[config.mk]
export PLATFORM = sky130hd
export DESIGN_NAME = complex_decimating_fir
export DESIGN_NICKNAME = d
export VERILOG_FILES = /design/src/rtl/core/cdfir_pkg.sv /design/src/rtl/core/complex_decimating_fir.sv
export SDC_FILE = /design/constraint.sdc
export NUM_CORES = 2
export LEC_CHECK = 0
export BUFFER_PORTS_ARGS = -buffer_cell sky130_fd_sc_hd__buf_2
export CAP_MARGIN = 10
export CELL_PAD_IN_SITES_DETAIL_PLACEMENT = 1
export CELL_PAD_IN_SITES_GLOBAL_PLACEMENT = 2
export CORE_MARGIN = 2
export CORE_UTILIZATION = 25
export CTS_BUF_LIST = sky130_fd_sc_hd__clkbuf_4 sky130_fd_sc_hd__clkbuf_8
export DETAILED_ROUTE_END_ITERATION = 8
export GPL_TIMING_DRIVEN = 0
export PLACE_DENSITY = 0.47
export SLEW_MARGIN = 30
export SYNTH_ARGS = -nofsm -noshare
export SYNTH_HDL_FRONTEND = slang
export SYNTH_SLANG_ARGS = --single-unit
[constraint.sdc]
create_clock -name clk -period 6.6 [get_ports clk]
set_input_delay 0.99 -clock clk [delete_from_list [all_inputs] [get_ports clk]]
set_output_delay 0.99 -clock clk [all_outputs]
set_load 0.1 [all_outputs]
[src/rtl/core/cdfir_pkg.sv]
// Shared constants and types of the complex decimating FIR stage.
package cdfir_pkg;

    localparam int MAX_TAPS    = 64;
    localparam int ADDR_W      = $clog2(MAX_TAPS);
    localparam int CNT_W       = $clog2(MAX_TAPS + 1);
    localparam int SMP_W       = 16;
    localparam int PROD_W      = 2 * SMP_W;
    localparam int ACC_W       = 40;
    localparam int FRAC_W      = 15;
    localparam int TAP_IDX_W   = 6;
    localparam int DEC_W       = 8;
    localparam int TAPS_W      = 7;
    localparam int CFG_IDX_W   = 2;
    localparam int CFG_DATA_W  = 8;
    localparam int IN_FIELDS_W = 3 * SMP_W + TAP_IDX_W;
    localparam int IN_DATA_W   = ((IN_FIELDS_W + 7) / 8) * 8;
    localparam int OUT_DATA_W  = 2 * SMP_W;

    typedef enum logic [2:0] {
        ST_IDLE  = 3'b001,
        ST_MAC   = 3'b010,
        ST_ROUND = 3'b100
    } state_t;

    typedef enum logic [CFG_IDX_W-1:0] {
        REG_DECIMATION = 2'd0,
        REG_TAPS       = 2'd1
    } cfg_reg_t;

endpackage

[src/rtl/core/complex_decimating_fir.sv]
// Top level of the complex decimating FIR stage with real coefficients.
// A word that ends no decimation period leaves s_axis_tready high.
// A period-ending sample starts a convolution: the delay and coefficient memories are read,
// multiplied and accumulated over min(taps_in_use, 64) taps by the single complex MAC, then rounded.
// s_axis_tready stays low until the result is loaded, which waits while the output is stalled.
// Reset clears the valid bits of both memories at once, so both read as zero; no clearing pass.
module complex_decimating_fir
(
    input  logic                              clk,
    input  logic                              rst_n,
    input  logic                              s_axis_tvalid,
    output logic                              s_axis_tready,
    // sample_re, sample_im, tap_index, tap_value, zero padding
    input  logic [cdfir_pkg::IN_DATA_W-1:0]   s_axis_tdata,
    // op
    input  logic                              s_axis_tuser,
    output logic                              m_axis_tvalid,
    input  logic                              m_axis_tready,
    // out_re, out_im
    output logic [cdfir_pkg::OUT_DATA_W-1:0]  m_axis_tdata,
    input  logic                              cfg_valid,
    output logic                              cfg_ready,
    input  logic [cdfir_pkg::CFG_IDX_W-1:0]   cfg_index,
    input  logic [cdfir_pkg::CFG_DATA_W-1:0]  cfg_data
);
    import cdfir_pkg::*;

    localparam int RND_W = ACC_W - FRAC_W + 1;

    state_t                    state_reg, state_next;
    logic [DEC_W-1:0]          dec_reg;
    logic [TAPS_W-1:0]         taps_reg;
    logic [DEC_W-1:0]          cnt_reg;
    logic [ADDR_W-1:0]         newest_reg;
    logic [CNT_W-1:0]          issue_reg;
    logic [MAX_TAPS-1:0]       dly_vld_reg;
    logic [MAX_TAPS-1:0]       coef_vld_reg;
    logic                      rd_vld_reg;
    logic                      mul_vld_reg;
    logic signed [ACC_W-1:0]   acc_re_reg, acc_im_reg;
    logic                      out_vld_reg;
    logic [OUT_DATA_W-1:0]     out_reg;

    logic [2*SMP_W-1:0]        dly_mem [MAX_TAPS];
    logic signed [SMP_W-1:0]   coef_mem [MAX_TAPS];
    logic [2*SMP_W-1:0]        rd_dly_reg;
    logic signed [SMP_W-1:0]   rd_coef_reg;
    logic                      rd_dly_ok_reg, rd_coef_ok_reg;
    logic signed [PROD_W-1:0]  mul_re_reg, mul_im_reg;

    logic                      in_acc;
    logic                      smp_wr;
    logic                      tap_wr;
    logic [ADDR_W-1:0]         wr_pos;
    logic [DEC_W-1:0]          cnt_dec;
    logic                      period_end;
    logic [CNT_W-1:0]          n_taps;
    logic                      issue_en;
    logic [ADDR_W-1:0]         rd_dly_addr;
    logic [ADDR_W-1:0]         rd_coef_addr;
    logic signed [SMP_W-1:0]   coef_eff, dly_re_eff, dly_im_eff;
    logic                      out_free;
    logic                      load_out;
    logic [TAP_IDX_W-1:0]      tap_idx;

    function automatic logic [SMP_W-1:0] finish(input logic signed [ACC_W-1:0] acc);
        logic signed [ACC_W:0]   biased;
        logic signed [RND_W-1:0] rnd;
        biased = {acc[ACC_W-1], acc} + (ACC_W+1)'(1 << (FRAC_W - 1));
        rnd    = biased[ACC_W:FRAC_W];
        if (rnd > RND_W'((1 << (SMP_W - 1)) - 1)) begin
            finish = {1'b0, {(SMP_W-1){1'b1}}};
        end else if (rnd < -RND_W'(1 << (SMP_W - 1))) begin
            finish = {1'b1, {(SMP_W-1){1'b0}}};
        end else begin
            finish = rnd[SMP_W-1:0];
        end
    endfunction

    assign s_axis_tready = (state_reg == ST_IDLE);
    assign cfg_ready     = 1'b1;
    assign m_axis_tvalid = out_vld_reg;
    assign m_axis_tdata  = out_reg;

    assign in_acc     = s_axis_tvalid && s_axis_tready;
    assign smp_wr     = in_acc && !s_axis_tuser;
    assign tap_wr     = in_acc && s_axis_tuser;
    assign tap_idx    = s_axis_tdata[2*SMP_W +: TAP_IDX_W];
    assign wr_pos     = newest_reg + ADDR_W'(1);
    assign cnt_dec    = cnt_reg - DEC_W'(1);
    assign period_end = smp_wr && (cnt_dec == '0);

    assign n_taps       = (taps_reg > TAPS_W'(MAX_TAPS)) ? CNT_W'(MAX_TAPS) : CNT_W'(taps_reg);
    assign issue_en     = (state_reg == ST_MAC) && (issue_reg < n_taps);
    assign rd_coef_addr = issue_reg[ADDR_W-1:0];
    assign rd_dly_addr  = newest_reg - issue_reg[ADDR_W-1:0];

    assign coef_eff   = rd_coef_ok_reg ? rd_coef_reg : '0;
    assign dly_re_eff = rd_dly_ok_reg ? rd_dly_reg[SMP_W-1:0] : '0;
    assign dly_im_eff = rd_dly_ok_reg ? rd_dly_reg[2*SMP_W-1:SMP_W] : '0;

    assign out_free = !out_vld_reg || m_axis_tready;
    assign load_out = (state_reg == ST_ROUND) && out_free;

    always_comb
    begin
        state_next = state_reg;
        unique case (state_reg)
            ST_IDLE:
            begin
                if (period_end) begin
                    state_next = ST_MAC;
                end
            end
            ST_MAC:
            begin
                if (!issue_en && !rd_vld_reg && !mul_vld_reg) begin
                    state_next = ST_ROUND;
                end
            end
            ST_ROUND:
            begin
                if (out_free) begin
                    state_next = ST_IDLE;
                end
            end
            default:
            begin
                state_next = ST_IDLE;
            end
        endcase
    end

    always_ff @(posedge clk)
    begin
        if (smp_wr) begin
            dly_mem[wr_pos] <= s_axis_tdata[2*SMP_W-1:0];
        end
        if (tap_wr) begin
            coef_mem[tap_idx] <= s_axis_tdata[2*SMP_W+TAP_IDX_W +: SMP_W];
        end
        if (issue_en) begin
            rd_dly_reg     <= dly_mem[rd_dly_addr];
            rd_coef_reg    <= coef_mem[rd_coef_addr];
            rd_dly_ok_reg  <= dly_vld_reg[rd_dly_addr];
            rd_coef_ok_reg <= coef_vld_reg[rd_coef_addr];
        end
        mul_re_reg <= coef_eff * dly_re_eff;
        mul_im_reg <= coef_eff * dly_im_eff;
        if (load_out) begin
            out_reg <= {finish(acc_im_reg), finish(acc_re_reg)};
        end
    end

    always_ff @(posedge clk or negedge rst_n)
    begin
        if (!rst_n) begin
            state_reg    <= ST_IDLE;
            dec_reg      <= DEC_W'(1);
            taps_reg     <= TAPS_W'(MAX_TAPS);
            cnt_reg      <= DEC_W'(1);
            newest_reg   <= '0;
            issue_reg    <= '0;
            dly_vld_reg  <= '0;
            coef_vld_reg <= '0;
            rd_vld_reg   <= 1'b0;
            mul_vld_reg  <= 1'b0;
            acc_re_reg   <= '0;
            acc_im_reg   <= '0;
            out_vld_reg  <= 1'b0;
        end else begin
            state_reg   <= state_next;
            rd_vld_reg  <= issue_en;
            mul_vld_reg <= rd_vld_reg;

            if (cfg_valid && cfg_ready) begin
                unique case (cfg_reg_t'(cfg_index))
                    REG_DECIMATION:
                    begin
                        dec_reg <= cfg_data[DEC_W-1:0];
                        cnt_reg <= cfg_data[DEC_W-1:0];
                    end
                    REG_TAPS:
                    begin
                        taps_reg <= cfg_data[TAPS_W-1:0];
                    end
                    default:
                    begin
                    end
                endcase
            end

            if (smp_wr) begin
                newest_reg          <= wr_pos;
                dly_vld_reg[wr_pos] <= 1'b1;
                cnt_reg             <= period_end ? dec_reg : cnt_dec;
            end
            if (tap_wr) begin
                coef_vld_reg[tap_idx] <= 1'b1;
            end

            if (period_end) begin
                issue_reg  <= '0;
                acc_re_reg <= '0;
                acc_im_reg <= '0;
            end else begin
                if (issue_en) begin
                    issue_reg <= issue_reg + CNT_W'(1);
                end
                if (mul_vld_reg) begin
                    acc_re_reg <= acc_re_reg + ACC_W'(mul_re_reg);
                    acc_im_reg <= acc_im_reg + ACC_W'(mul_im_reg);
                end
            end

            if (load_out) begin
                out_vld_reg <= 1'b1;
            end else if (m_axis_tready) begin
                out_vld_reg <= 1'b0;
            end
        end
    end

endmodule

# Word level (Yosys, flattened, before mapping)
# Memory sizes are Yosys's and may differ from the RTL's. A register that Yosys moved wholly into a read port is not among the register bits.
# Index checks and enable logic that the tools add are counted.
word_totals:
  register_bits: 348
  memories: 2
  input_bits: 72
  mem_bits_rw: 3072
classes:
  n_lt_le_gt_ge: 12
  bitwise: 2
  muxes: 34
  n_eq_ne: 7
  reduce_logical: 27
  add_sub_neg: 8
  multipliers: 2
memory_table:
  columns: ["name", "depth", "word_bits", "rd", "rd_ports_with_merged_regs", "wr", "line_no", "source"]
  rows:
  - ["dly_mem", 64, 32, 1, 1, 1, "complex_decimating_fir.sv:44", "logic [2*SMP_W-1:0] dly_mem [MAX_TAPS];"]
  - ["coef_mem", 64, 16, 1, 1, 1, "complex_decimating_fir.sv:45", "logic signed [SMP_W-1:0] coef_mem [MAX_TAPS];"]
ops:
  columns: ["operator", "n"]
  rows:
  - ["two-way mux 40 bit", 4]
  - ["bitwise OR 64 bit", 2]
  - ["adder 40 x 16 -> 41 bit (second input constant)", 2]
  - ["adder 40 x 32 -> 40 bit", 2]
  - ["two-way mux 16 bit", 5]
  - ["multiplier 16 x 16 -> 32 bit", 2]
  - ["> comparator 26 x 16 -> 1 bit (second input constant)", 2]
  - ["less-than comparator 26 x 16 -> 1 bit (second input constant)", 2]
  - ["two-way mux 8 bit", 4]
  - ["less-than comparator 6 x 7 -> 1 bit (second input constant)", 4]
  - ["two-way mux 7 bit", 3]
  - ["binary-select mux 1 bit (select 6 bit)", 2]
  - ["demux 1 bit (select 6 bit)", 2]
  - [">= comparator 6 x 1 -> 1 bit (second input constant)", 2]
  - ["logical AND 1 bit", 10]
  - ["two-way mux 1 bit", 10]
  - ["nonzero test 2 bit", 5]
  - ["two-way mux 3 bit", 3]
  - ["case mux 3 bit (3 select lines)", 1]
  - ["logical NOT 8 bit", 1]
  - ["subtractor 8 x 1 -> 8 bit (second input constant)", 1]
  - ["adder 7 x 1 -> 7 bit (second input constant)", 1]
  - ["> comparator 7 bit (second input constant)", 1]
  - ["less-than comparator 7 bit", 1]
  - ["other kinds (13)", 20]

# Depth between registers and ports, before layout
logic_depth:
  depth_word: 9
  mapped_depth: 28
  depth_no_buf: 25

# Least setup slack after synthesis
# Ideal clock, no wire load.
synth_path:
  path_kind: "register to register"
  startpoint: "register rd_coef_ok_reg"
  endpoint: "register mul_im_reg[30]"
  arrival_ps: 6552
  slack_ps: -24
  path_stages_with_launch: 26
  n_path_buf: 3
  synth_period_minus_slack_ps: 6624
  cell_sequence: "edfxtp_1 -> clkbuf_1 -> and2_1 -> clkbuf_1 -> buf_1 -> nand2_1 -> fa_1 -> fa_1 -> fa_1 -> fa_1 -> inv_1 -> fa_1 -> inv_1 -> fa_1 -> inv_1 -> ha_1 -> a21o_1 -> a21o_1 -> a21oi_1 -> o2bb2ai_1 -> o221ai_1 -> o31ai_1 -> or4_1 -> a31o_2 -> a21oi_1 -> xnor2_1"
synth_between:
  elab_chain_len: 2
synth_rtl:
  columns: ["item", "line_no", "source"]
  rows:
  - ["start: declaration", "complex_decimating_fir.sv:48", "logic rd_dly_ok_reg, rd_coef_ok_reg;"]
  - ["start signal: assignment", "complex_decimating_fir.sv:146", "rd_coef_ok_reg <= coef_vld_reg[rd_coef_addr];"]
  - ["two-way mux 16 bit", "complex_decimating_fir.sv:98", "assign coef_eff = rd_coef_ok_reg ? rd_coef_reg : '0;"]
  - ["multiplier 16 x 16 -> 32 bit", "complex_decimating_fir.sv:149", "mul_im_reg <= coef_eff * dly_im_eff;"]
  - ["end signal: assignment", "complex_decimating_fir.sv:149", null]
  - ["end: declaration", "complex_decimating_fir.sv:49", "logic signed [PROD_W-1:0] mul_re_reg, mul_im_reg;"]
# No other way between the ends.
# A chain may end at the register's enable or synchronous reset.

# Worst setup path in the final report
# Ends and elaborated chain as after synthesis.

==> summary.md <==
| Metric | Value |
|---|---|
| ANT nets after route | `0` |
| Overall routing resource usage | `16.1%` |
| Die area | `0.628 mm^2` |
| Fin. Hold Viols | `0` |
| Placed cell areas | `0.173 mm^2` |
| CP endpoint kind | `flop` |
| RD Place Congestion | `0.781` |
| Vias in the first global route | `92,727` |
| Leading cell types in the layout, fill and taps excluded | `edfxtp_1, mux4_2, clkbuf_8` |
| CP most frequent cell | `fa_1` |
| Clock Skew | `98.3 ps` |
| Hold path start | `s_axis_tdata[26]` |
| Initial Utilization | `25.1%` |
| Layout area overhead | `21.6%` |
| Drt via density | `4.51` |
| Biggest register | `dly_mem` |
| Internal power | `0.0446 W` |
| Status | `finished with violations` |
| VDD IR max | `0.000345 V` |
| Comb power frac | `32.2%` |
| Share of layout cells above drive strength 1 | `32.6%` |
| Starting DRT DRC Count | `6,052` |
| Unrepaired setup endpoints after global routing | `true` |
| Clock Sink Count | `3,468` |
| Clock root cell | `clkbuf_8` |
| Crit path max-delay cell type | `fa_1` |
| CP startpoint kind | `flop` |
| Sw Share | `33.7%` |
| Syn_nets | `9,396` |
| Total Wirelength | `513,000 um` |
| Synth Flop Type | `edfxtp_1` |
| Clk slew on worst S/H paths | `70 ps` |
| WS Path Type | `reg2reg` |
| Design area | `0.189 mm^2` |
| Top flop regs | `dly_mem: 2048 flops, coef_mem: 1024 flops` |
| Yosys warning count | `0` |
| Vias | `83,102` |
| Max-slew violation count | `0` |
| Average size of a mapped cell | `18.2 um^2` |
| WP data arrival | `7900 ps` |
| Row count | `289` |
| # DRC | `0` |
| Non-Filler Instances | `18,439` |
| Failing checks | `negative setup slack` |
| WL/cell | `27.8 um` |
| Pwr Density | `356 mW/mm^2` |
| Final period utilization | `102%` |
| Hold Path Class | `in2reg` |
| Final setup TNS | `-285 ps` |
| DP Cell Count | `17,144` |
| Leakage power | `65.4 nW` |
| Initial antenna violation count | `56` |
| Max Freq | `0.149 GHz` |
| Detail Placement HPWL | `363,000 um` |
| Die height | `793 um` |
| CTS tree | `built` |
| Delay-heaviest family, CP | `adder cells` |
| Commonest non-fill, non-tap cell in the layout | `edfxtp_1` |
| Final WS setup | `-123 ps` |
| Nets | `10,481` |
| Netlist cell types | `81` |
| Aggregate global routing overflow | `0` |
| Synth async-reset ratio | `7.21%` |
| Power share of the clock group | `30.7%` |
| Worst-Skew Late Latency | `1300 ps` |
| Req. time, crit path | `7770 ps` |
| First-pass GRT wire length | `722,000 um` |
| Cts bufs inserted | `629` |
| Critical R2R Launch | `rd_coef_ok_reg` |
| Sequential area share after synthesis | `65.8%` |
| CP max stage delay | `530 ps` |
| Slew headroom | `28.9%` |
| IO Count | `107` |
| Crit path buf inv count | `7` |
| Critical Path Start | `rd_coef_ok_reg` |
| Mapped cell area | `0.156 mm^2` |
| DRT Pass-1 Iters | `5` |
| Post-synth EDFFs | `3,154` |
| Port buffer count | `98` |
| Endpoints failing setup | `4` |
| Die Span X | `793 um` |
| #FFs+latches synth | `3,468` |
| Core box area | `0.619 mm^2` |
| Min cycle time layout | `6720 ps` |
| Maximum fanout along the worst path | `10` |
| Worst Max-Slew Pin Slew | `1070 ps` |
| Part of the power in registers | `37.1%` |
| Max-cap violations | `0` |
| Maximum clock path buffer count | `4` |
| Max reg flops | `2,048` |
| Sw Pwr | `0.0227 W` |
| Largest net degree at the start of global routing | `65` |
| Design Power | `0.0673 W` |
| Syn Inst Count | `8,538` |
| H-Tree Depth | `6` |
-- Yosys cell counts (36+ instances only) --
cell type,count,area share (%)
mux4_2,1017,15
mux2i_1,97,0.62
fa_1,527,6.8
dfxtp_1,64,0.82
a211oi_1,48,0.23
xnor2_1,123,0.69
and2_1,41,0.16
inv_1,615,1.5
nor2b_1,58,0.23
xor2_1,69,0.39
a21oi_1,165,0.53
edfxtp_1,3154,61
o21ai_0,108,0.35
buf_1,90,0.22
ha_1,259,2.1
a21o_1,70,0.34
nand4_1,36,0.14
dfrtp_1,246,4.0
clkbuf_1,289,0.70
or2_2,135,0.54
nand2_1,380,0.92
nand3_1,89,0.29
nor2_1,559,1.3
-- metrics by stage --
step	util [%]	setup slack (ps)	hold slack [ps]
after floorplan	-	6.71	355
after global placement	26.9	-3020	434
after detailed placement	27.9	-2130	450
after CTS	30.4	-256	48.8
after global routing	30.5	-342	112
final	30.5	-123	215
-- routing by layer --
layer,wire length [um],track usage [%],vias up
met4,11300,3.37,30
met3,21700,2.33,699
met2,255000,27.7,1679
met1,225000,21.7,45562
li1,-,-,35132
met5,193,0,-
-- power by group through the flow --
stage / clock, W / sequential [W] / combinational [W]
floorplan: 0 / 0.0253 / 0.0120
global placement: 0 / 0.0254 / 0.0215
detailed placement: 0 / 0.0254 / 0.0224
CTS: 0.0214 / 0.0250 / 0.0226
global route: 0.0223 / 0.0250 / 0.0229
finish: 0.0207 / 0.0249 / 0.0217
-- cell families (layout without fill, tap and decap cells) --
| kind of cell | Yosys count | in the layout | synth area share, % |
|---|---|---|---|
| adders and majority gates | 786 | 786 | 8.87 |
| other | 1 | 30 | 0.00241 |
| DFF | 3468 | 3468 | 65.8 |
| muxes | 1132 | 1132 | 15.5 |
| xor gates and xnor gates | 192 | 192 | 1.08 |
| buffers and inverters | 1000 | 2578 | 2.42 |
| AOI/OAI and AO/OA | 519 | 519 | 2.11 |
| and+or+nand+nor | 1440 | 1441 | 4.28 |
-- final cells by class --
type	instances	area [um^2]
multi-input combinational	4071	51900
antenna	29	72.6
timing repair buffer	465	7210
inverter	616	2320
tap	8293	10400
fill	63225	430000
clock inverter	220	1690
buffer	372	2500
clock buffer	905	10900
sequential	3468	102000
-- repair_timing --
action                                  CTS  global route
hold endpoints to repair                164             0
cloned                                    3             1
setup buffers                            69            66
gates resized for setup                 475           127
endpoints found under the setup margin   73            18
hold buffers                             13             0
pin swaps                                54            73
-- path summary, 6_finish.rpt --
check / slack, ps / cells past startpoint / end
max reg2reg: -120 / 26 / mul_im_reg[30]
min reg2reg: 450 / 0 / mul_vld_reg
min: 210 / 1 / dly_mem[11][26]
min in group asynchronous: 710 / 3 / acc_im_reg[32]
max in group asynchronous: 4370 / 6 / coef_vld_reg[38]
max: -120 / 26 / mul_im_reg[30]
Note: power is estimated with default switching activity, not from simulation.
